[config.mk]
export PLATFORM = sky130hd
export DESIGN_NAME = pulse_distance_frame_decoder_unit
export DESIGN_NICKNAME = d
export VERILOG_FILES = /design/src/hw/rtl/pdfd_pkg.sv /design/src/hw/rtl/pdfd_step.sv /design/src/hw/rtl/pulse_distance_frame_decoder_unit.sv
export SDC_FILE = /design/constraint.sdc
export NUM_CORES = 1
export LEC_CHECK = 0
export BUFFER_PORTS_ARGS = -buffer_cell sky130_fd_sc_hd__buf_2
export CORE_MARGIN = 2
export CORE_UTILIZATION = 28
export CTS_BUF_LIST = sky130_fd_sc_hd__clkbuf_16
export DETAILED_ROUTE_END_ITERATION = 12
export PLACE_DENSITY = 0.46
export SETUP_SLACK_MARGIN = 0.02
export SLEW_MARGIN = 30
export SYNTH_ARGS = -nofsm -noshare
export SYNTH_HDL_FRONTEND = slang
export SYNTH_HIERARCHICAL = 1
export SYNTH_SLANG_ARGS = --single-unit
[constraint.sdc]
create_clock -name aclk -period 5.3 [get_ports aclk]
set_input_delay 0.265 -clock aclk [delete_from_list [all_inputs] [get_ports aclk]]
set_output_delay 0.265 -clock aclk [all_outputs]
set_load 0.1 [all_outputs]
[src/hw/rtl/pdfd_pkg.sv]
// Shared types and constants for the pulse-distance frame decoder.
package pdfd_pkg;

    localparam int unsigned TIME_W   = 32;
    localparam int unsigned COUNT_W  = 7;
    localparam int unsigned WORD_W   = 64;
    localparam int unsigned SHIFT_W  = 6;
    localparam int unsigned APB_DW   = 32;
    localparam int unsigned APB_AW   = 4;
    localparam int unsigned REG_IDX_W = 2;

    localparam logic [TIME_W-1:0]  THRESHOLD_RESET = TIME_W'(1000);
    localparam logic [TIME_W-1:0]  GAP_RESET       = TIME_W'(5000);
    localparam logic [COUNT_W-1:0] LENGTH_RESET    = COUNT_W'(40);

    // Register indexes (byte address = 4 * index)
    localparam logic [REG_IDX_W-1:0] REG_THRESHOLD = 2'd0;
    localparam logic [REG_IDX_W-1:0] REG_FRAME_GAP = 2'd1;
    localparam logic [REG_IDX_W-1:0] REG_LENGTH    = 2'd2;

    typedef struct packed {
        logic [TIME_W-1:0]  bit_limit_us;
        logic [TIME_W-1:0]  gap_limit_us;
        logic [COUNT_W-1:0] frame_length;
    } pdfd_cfg_t;

    typedef struct packed {
        logic [TIME_W-1:0]  prev_time;
        logic [COUNT_W-1:0] bits_received;
        logic [WORD_W-1:0]  assembly_word;
    } pdfd_state_t;

endpackage

[src/hw/rtl/pdfd_step.sv]
// Single-edge decode step: gap, frame start, bit decision and completion.
module pdfd_step (
    input  logic [pdfd_pkg::TIME_W-1:0] edge_time_us,
    input  pdfd_pkg::pdfd_cfg_t         cfg,
    input  pdfd_pkg::pdfd_state_t       state_cur,
    output pdfd_pkg::pdfd_state_t       state_next,
    output logic                        emit,
    output logic [pdfd_pkg::WORD_W-1:0] emit_word
);

    logic [pdfd_pkg::TIME_W-1:0]  gap;
    logic                         frame_start;
    logic                         frame_full;
    logic                         bit_one;
    logic [pdfd_pkg::COUNT_W-1:0] count_inc;
    logic [pdfd_pkg::WORD_W-1:0]  bit_mask;
    logic [pdfd_pkg::WORD_W-1:0]  word_upd;

    // Gap wraps modulo 2^32 by construction.
    assign gap         = edge_time_us - state_cur.prev_time;
    assign frame_start = gap > cfg.gap_limit_us;
    assign frame_full  = state_cur.bits_received >= cfg.frame_length;
    // Positions 64 and up are counted but not stored.
    assign bit_one     = (gap < cfg.bit_limit_us)
                         && !state_cur.bits_received[pdfd_pkg::COUNT_W-1];
    assign count_inc   = state_cur.bits_received + pdfd_pkg::COUNT_W'(1);
    assign bit_mask    = {{(pdfd_pkg::WORD_W-1){1'b0}}, bit_one}
                         << state_cur.bits_received[pdfd_pkg::SHIFT_W-1:0];
    assign word_upd    = state_cur.assembly_word | bit_mask;

    always_comb begin
        state_next           = state_cur;
        state_next.prev_time = edge_time_us;
        emit                 = 1'b0;
        if (frame_start) begin
            state_next.bits_received = '0;
            state_next.assembly_word = '0;
        end else if (!frame_full) begin
            state_next.bits_received = count_inc;
            state_next.assembly_word = word_upd;
            emit                     = (count_inc == cfg.frame_length);
        end
    end

    assign emit_word = word_upd;

endmodule

[src/hw/rtl/pulse_distance_frame_decoder_unit.sv]
// Top level of the pulse-distance frame decoder with APB register port.
//
// Usage:
//   s_ channel carries one falling-edge beat (s_edge_time_us, free-running
//   microsecond timestamp). m_ channel carries one completed frame word per
//   finished frame (m_frame_word, first received bit in bit 0).
//   Most edges produce no beat on m_; only the edge that fills the frame does.
//   APB port: 0x0 bit threshold, 0x4 frame gap, 0x8 frame length.
//   Write registers only while the decoder is idle.
// Timing:
//   An edge beat lands in an input register, is decoded from there once the
//   output slot is free or draining, and its frame word (if any) is then
//   registered in the output register that drives m_.
//   Throughput is one edge per cycle while m_ keeps up.
// Stall / reset:
//   A stalled m_ beat holds; the input register still takes one more edge.
//   Reset restores default registers and clears timestamp, count and word
//   (the first edge measures its gap from time zero).
module pulse_distance_frame_decoder_unit (
    input  logic                           aclk,
    input  logic                           aresetn,
    // edge input
    input  logic                           s_valid,
    output logic                           s_ready,
    input  logic [pdfd_pkg::TIME_W-1:0]    s_edge_time_us,
    // frame output
    output logic                           m_valid,
    input  logic                           m_ready,
    output logic [pdfd_pkg::WORD_W-1:0]    m_frame_word,
    // register port
    input  logic                           psel,
    input  logic                           penable,
    input  logic                           pwrite,
    input  logic [pdfd_pkg::APB_AW-1:0]    paddr,
    input  logic [pdfd_pkg::APB_DW-1:0]    pwdata,
    output logic [pdfd_pkg::APB_DW-1:0]    prdata,
    output logic                           pready
);

    pdfd_pkg::pdfd_cfg_t   cfg_reg;
    pdfd_pkg::pdfd_state_t state_reg;
    pdfd_pkg::pdfd_state_t state_next;

    logic                          in_valid_reg;
    logic [pdfd_pkg::TIME_W-1:0]   in_time_reg;
    logic                          out_valid_reg;
    logic [pdfd_pkg::WORD_W-1:0]   out_word_reg;

    logic                          proc_go;
    logic                          step_emit;
    logic [pdfd_pkg::WORD_W-1:0]   step_word;
    logic                          cfg_wr;
    logic [pdfd_pkg::REG_IDX_W-1:0] reg_idx;

    // ---------------- register port ----------------
    assign pready  = 1'b1;
    assign cfg_wr  = psel && penable && pwrite;
    assign reg_idx = paddr[pdfd_pkg::APB_AW-1:2];

    always_ff @(posedge aclk) begin
        if (!aresetn) begin
            cfg_reg.bit_limit_us <= pdfd_pkg::THRESHOLD_RESET;
            cfg_reg.gap_limit_us <= pdfd_pkg::GAP_RESET;
            cfg_reg.frame_length <= pdfd_pkg::LENGTH_RESET;
        end else if (cfg_wr) begin
            unique case (reg_idx)
                pdfd_pkg::REG_THRESHOLD: cfg_reg.bit_limit_us <= pwdata;
                pdfd_pkg::REG_FRAME_GAP: cfg_reg.gap_limit_us <= pwdata;
                pdfd_pkg::REG_LENGTH:
                    cfg_reg.frame_length <= pwdata[pdfd_pkg::COUNT_W-1:0];
                default: ; // unmapped: ignored
            endcase
        end
    end

    always_comb begin
        unique case (reg_idx)
            pdfd_pkg::REG_THRESHOLD: prdata = cfg_reg.bit_limit_us;
            pdfd_pkg::REG_FRAME_GAP: prdata = cfg_reg.gap_limit_us;
            pdfd_pkg::REG_LENGTH:
                prdata = {{(pdfd_pkg::APB_DW-pdfd_pkg::COUNT_W){1'b0}},
                          cfg_reg.frame_length};
            default: prdata = '0;
        endcase
    end

    // ---------------- handshake ----------------
    // Decode runs when an edge is held and the output slot is free or draining.
    assign proc_go = in_valid_reg && (!out_valid_reg || m_ready);
    assign s_ready = !in_valid_reg || proc_go;

    always_ff @(posedge aclk) begin
        if (!aresetn) begin
            in_valid_reg <= 1'b0;
        end else if (s_ready) begin
            in_valid_reg <= s_valid;
        end
    end

    always_ff @(posedge aclk) begin
        if (s_ready && s_valid) begin
            in_time_reg <= s_edge_time_us;
        end
    end

    // ---------------- decode step ----------------
    pdfd_step u_step (
        .edge_time_us (in_time_reg),
        .cfg          (cfg_reg),
        .state_cur    (state_reg),
        .state_next   (state_next),
        .emit         (step_emit),
        .emit_word    (step_word)
    );

    always_ff @(posedge aclk) begin
        if (!aresetn) begin
            state_reg <= '0;
        end else if (proc_go) begin
            state_reg <= state_next;
        end
    end

    // ---------------- output register ----------------
    always_ff @(posedge aclk) begin
        if (!aresetn) begin
            out_valid_reg <= 1'b0;
        end else if (proc_go) begin
            out_valid_reg <= step_emit;
        end else if (m_ready) begin
            out_valid_reg <= 1'b0;
        end
    end

    always_ff @(posedge aclk) begin
        if (proc_go && step_emit) begin
            out_word_reg <= step_word;
        end
    end

    assign m_valid      = out_valid_reg;
    assign m_frame_word = out_word_reg;

endmodule

* Word level (Yosys, flattened, before mapping)
Cells that the tools add are included. Widths: inputs -> output; s select.
Word-level totals: bits in registers 272, input bits 75, word-level logic and storage cells 45
Cells by class: add/subtract/negate cells 2, $lt $le $gt $ge 3, eq/ne operators 4, shifts and indexed selects 1, multiplexer cells 7, bitwise operators 1, reductions and logical operators 17
Operators with widths (count):
- $mux 71 | 2
- $pmux 32 s3 | 1
- $or 64x64->64 | 1
- $shl 1x6->64 | 1
- $gt 32x32->1 | 1
- $lt 32x32->1 | 1
- $sub 32x32->32 | 1
- $reduce_and 2->1 | 4
- $add 7x1->7 const B | 1
- $eq 7x7->1 | 1
- $ge 7x7->1 | 1
- $logic_and 1x1->1 | 6
- $mux 1 | 4
- $logic_not 1->1 | 3
- $eq 2x1->1 const B | 1
- $eq 2x2->1 const B | 1
- $logic_not 2->1 | 1
- $logic_or 1x1->1 | 2
- $ne 2x1->1 const B | 1
- $reduce_bool 2->1 | 1

* Logic depth before layout (Yosys ltp)
depth in word-level cells 7, mapped depth 25, depth with buffers taken out 23

* By module
The synthesis kept the hierarchy.
Modules (own cells, without submodules):
- pulse_distance_frame_decoder_unit | times used 1, cells an instance 932, area an instance 10030.9 um^2, seq. area each 6406.1 um^2
- pdfd_step | times used 1, cells an instance 910, area an instance 6037.0 um^2, seq. area each 0.0 um^2

* Worst setup path after synthesis
OpenSTA, ideal clock, no wires.
kind register to register, from register in_time_reg[1] (netlist bit), to register out_word_reg (netlist bit m_frame_word[0]) (enable), library setup time 429 ps, data arrival time 5466 ps, required time 4871 ps, path slack -595 ps, cell stages (with the launch flop) 21, path buffers 1, clock period less this slack 5895 ps, cell sequence edfxtp_1 -> ha_1 -> nor2b_1 -> o31a_2 -> nand2b_2 -> a31oi_2 -> o211ai_2 -> a31oi_2 -> o21ai_1 -> xnor2_1 -> ha_1 -> a21o_1 -> a21o_1 -> a21oi_1 -> o21ai_1 -> a2111oi_0 -> or4b_1 -> nand3_2 -> buf_2 -> nor2_1 -> and3_1
On the way: cells in the longest elaborated chain, start to end 4
Ends and longest elaborated chain:
- from (decl) | line pulse_distance_frame_decoder_unit.sv:45 | logic [pdfd_pkg::TIME_W-1:0] in_time_reg;
- from (signal assigned) | line pulse_distance_frame_decoder_unit.sv:102 | in_time_reg <= s_edge_time_us;
- $sub 32x32->32 | line pdfd_step.sv:20 | assign gap = edge_time_us - state_cur.prev_time;
- $gt 32x32->1 | line pdfd_step.sv:21 | assign frame_start = gap > cfg.gap_limit_us;
- $mux 1 | line pdfd_step.sv:35 | if (frame_start) begin
- named net step_emit | line pulse_distance_frame_decoder_unit.sv:50 | logic step_emit;
- $logic_and 1x1->1 | line pulse_distance_frame_decoder_unit.sv:136 | if (proc_go && step_emit) begin
- to (signal assigned) | line pulse_distance_frame_decoder_unit.sv:137 | out_word_reg <= step_word;
- to (decl) | line pulse_distance_frame_decoder_unit.sv:47 | logic [pdfd_pkg::WORD_W-1:0] out_word_reg;
The timed path passes the listed nets, and every way through them passes these cells. A chain may end at the register's enable or synchronous reset.

* Worst setup path after layout
from register in_time_reg[1] (netlist bit), to register out_word_reg (netlist bit m_frame_word[18]) (enable)
The elaborated chain is that of the path after synthesis.

==> flow_metrics.py <==
metrics = {
    "synthesis": {
        "synth_top_cell_by_area": "dfxtp_1",
        "synthSimpleGateAreaFrac_pct": 15.7,
        "yosys_warnings": 6,
        "yosysTopAreaCellShare_pct": 21.9,
        "synthFlopType": "dfxtp_1",
        "synth.area.top_cells": "dfxtp_1 22%, edfxtp_1 18%, ha_1 7.9%, mux2i_1 6.5%, a21oi_1 4.9%",
        "synth_edf_count": 96,
        "syn-num-nets": 2020,
        "synth_xor_area_share_pct": 2.29,
        "yosysSeqAreaShare_pct": 39.9,
        "synth_cell_type_count": 64,
        "synth.area.mux_share_pct": 6.48,
        "syn_area_per_cell_um2": 8.72,
        "synth_top_family_by_area": "compound AO/OA/AOI/OAI gates",
        "ys_ff_latch": 272,
        "syn_inst": 1842,
        "syn_area_um2": 16100,
        "async_flop_share_pct": 0,
        "synth_adder_area_share_pct": 8.07,
        "synth_compound_area_share_pct": 19.7,
    },
    "cts": {
        "insertion_delay_ps": 550,
        "clockRootBuffer": "clkbuf_16",
        "cts_tree": "yes",
        "cts_made_buffers": 36,
        "h-tree-depth": 2,
        "cts_buffer_depth": 3,
        "cts.sinks": 272,
        "path_clk_slew_ps": 60,
    },
    "global_route": {
        "antenna_found_initial": 0,
        "grt_max_degree": 104,
        "grt_use_total_pct": 16.4,
        "first_global_vias": 13500,
        "grt-ovfl-total": 0,
        "grt_pass1_wl_mm": 77.8,
    },
    "floorplan": {
        "core_um2": 56600,
        "initial_core_util_pct": 28.4,
        "row_count": 87,
        "chipHeight_um": 244,
        "fp.dieW_um": 244,
        "ioPinCount": 174,
        "dieArea_um2": 59300,
    },
    "detailed_routing": {
        "met2_length_mm": 25.0,
        "route.met3.wl_mm": 2.22,
        "met1_length_mm": 21.7,
        "wire_per_inst_um": 18.4,
        "routed.top_layer": "met4",
        "vias_per_cell": 5.13,
        "via_count": 14100,
        "drt_iter0_drc": 1013,
        "drtPass1Iterations": 5,
        "drtAntennaViolNets": 0,
        "finalWirelength_mm": 50.5,
        "drc": 0,
    },
    "sta": {
        "slew_headroom_pct": 29.0,
        "fin_ws_ps": 275,
        "tightestPinTransition_ps": 1060,
        "whs_ps": 17.5,
        "setup_tns_ps": 0,
        "setup_viol_count_final": 0,
        "maxSlewViolCount": 0,
        "finClkSkew_ps": 23.6,
        "post-route-period-util_pct": 94.8,
        "rsz0062_at_grt": "false",
        "period_minus_slack_ps": 5030,
        "max_freq_ghz": 0.199,
        "final_hold_viol_count": 0,
    },
    "layout": {
        "syn2layout_area_growth_pct": 20.9,
        "fin_cells": 2754,
        "largest_reg_flops": 103,
        "layout-drive-gt1-share_pct": 16.5,
        "nNetsFinal": 2148,
        "stdcell_area_um2": 19400,
        "utilization_pct": 34.3,
        "num_antenna_cells": 0,
    },
    "power": {
        "pwr_density_cell_nw_per_um2": 303,
        "leakage_nw": 7.75,
        "irDropWorstVdd_uv": 203,
        "power_mw": 5.88,
    },
    "critical_path": {
        "setup.worst_path.start_class": "register",
        "cp-end-kind": "register",
        "path_class": "register to register",
        "cp_max_fo": 13,
        "worstPathArrival_ps": 5270,
        "worst-endpoint-required_ps": 5540,
    },
    "status": {
        "status": "completed",
    },
    "place": {
        "dp.cells": 2634,
        "pre_cts_ws_ps": 54.6,
        "dp_hpwl_mm": 32.7,
        "numPortBuffers": 170,
        "placed_area_um2": 17500,
        "place_congestion": 0.849,
    },
    "job": {
        "max_cap_viol_count": 0,
    },
    "worst_hold_path": {
        "hold_path_class": "input pin to register",
    },
}
[cells in the mapped netlist (2+ instances only)]
master and n:
o21ai_1 7, nand2_1 126, a211oi_1 5, buf_4 41, o21ai_0 130, and3_1 55, xnor2_1 26, nand3b_1 2
inv_1 108, a41o_1 53, dfxtp_1 176, nor2b_1 11, xor2_1 16, nor3_1 14, a31oi_1 56, nand3_1 115
a21oi_2 3, edfxtp_1 96, or2_2 3, nand4_1 17, o21a_1 7, a211oi_2 2, nand3_2 2, clkbuf_1 101
a41oi_1 10, and4_1 3, o211ai_1 5, a211o_1 3, a21o_1 29, nand2b_1 14, and2_1 3, nor4_1 5
a31o_2 12, a31oi_2 2, a2111oi_0 2, buf_1 8, mux2i_1 104, buf_2 25, ha_1 102, nor2_1 155
a21oi_1 157, inv_2 2, o21bai_1 8
[cell usage in the layout (no fill, tap or decap), types with 9 or more instances in the layout]
master and n:
dfxtp_1 175, buf_2 170, a21oi_1 154, nor2_1 151, o21ai_0 130, nand2_1 126, nand3_1 115, inv_1 112
mux2i_1 104, ha_1 101, edfxtp_1 96, a31oi_1 56, and3_1 54, dlygate4sd3_1 53, a41o_1 53, clkbuf_16 37
buf_4 33, a21o_1 29, xnor2_1 25, nand4_1 17, xor2_1 16, nand2b_1 13, a31o_2 12, nor2b_1 10
a41oi_1 10, nor3_1 9
[worst max-delay path: stages, from the launching register on]
cell and delay, ps:
edfxtp_1 430, ha_1 300, nor2b_1 140, o31a_2 300, nand2b_2 220, a31oi_4 180, o211ai_2 130, a31oi_2 250
o21ai_1 120, xnor2_1 300, buf_4 180, ha_1 240, a21o_1 160, a21o_1 160, a21oi_1 160, o21ai_1 110
or3_1 310, or4b_4 220, nand3_4 100, nor2_4 140, and3_2 210, buf_12 160, buf_4 180
[cells by family (layout without fill, tap and decap cells)]
logic type               after synthesis  after routing
AND/OR/NAND/NOR                      534            534
AO/OA/AOI/OAI                        500            500
buffers and inverters                286            442
flip-flops                           272            272
multiplexers                         104            104
adder cells (fa/ha/maj)              103            103
XOR/XNOR                              42             42
other                                  1              1
[power by group]
| group | internal, mW | total (mW) | switching [mW] | leakage [nW] |
|---|---|---|---|---|
| clock network | 1.66 | 2.66 | 1.00 | 0.624 |
| registers | 2.19 | 2.22 | 0.0298 | 2.22 |
| logic | 0.359 | 1.00 | 0.644 | 4.91 |
[per-layer routing]
metal / vias up / GRT usage [%]
li1: 6867 / -
met1: 6789 / 20.8
met2: 378 / 28.5
met3: 85 / 2.28
met4: 0 / 5.81
met5: - / 0
[layout make-up]
cell class | instances | area, um2
Clock buffer | 37 | 926
Clock inverter | 29 | 357
Fill cell | 5943 | 37200
Inverter | 110 | 420
Multi-Input combinational cell | 1284 | 8550
Sequential cell | 272 | 6410
Tap cell | 756 | 946
Timing Repair Buffer | 266 | 1810
[what timing repair did]
| item | in CTS | in global routing |
|---|---|---|
| resized for setup | 0 | 17 |
| buffers inserted | 0 | 1 |
| hold buffers | 53 | 0 |
| endpoints found under the setup margin | 0 | 137 |
| hold endpoints to repair | 69 | 0 |
[worst paths after layout]
kind	depth (start not counted)	end	startpoint	slack, ps
hold / removal	3	cfg_reg[33]$_SDFFE_PN0P_	pwdata[26]	20
setup / recovery	22	m_frame_word[18]$_DFFE_PP_	in_time_reg[1]$_DFFE_PP_	270
setup reg to reg	22	m_frame_word[18]$_DFFE_PP_	in_time_reg[1]$_DFFE_PP_	270
hold reg to reg	2	cfg_reg[65]$_SDFFE_PN0P_	cfg_reg[65]$_SDFFE_PN0P_	470
Note: power is estimated with default switching activity, not from simulation.
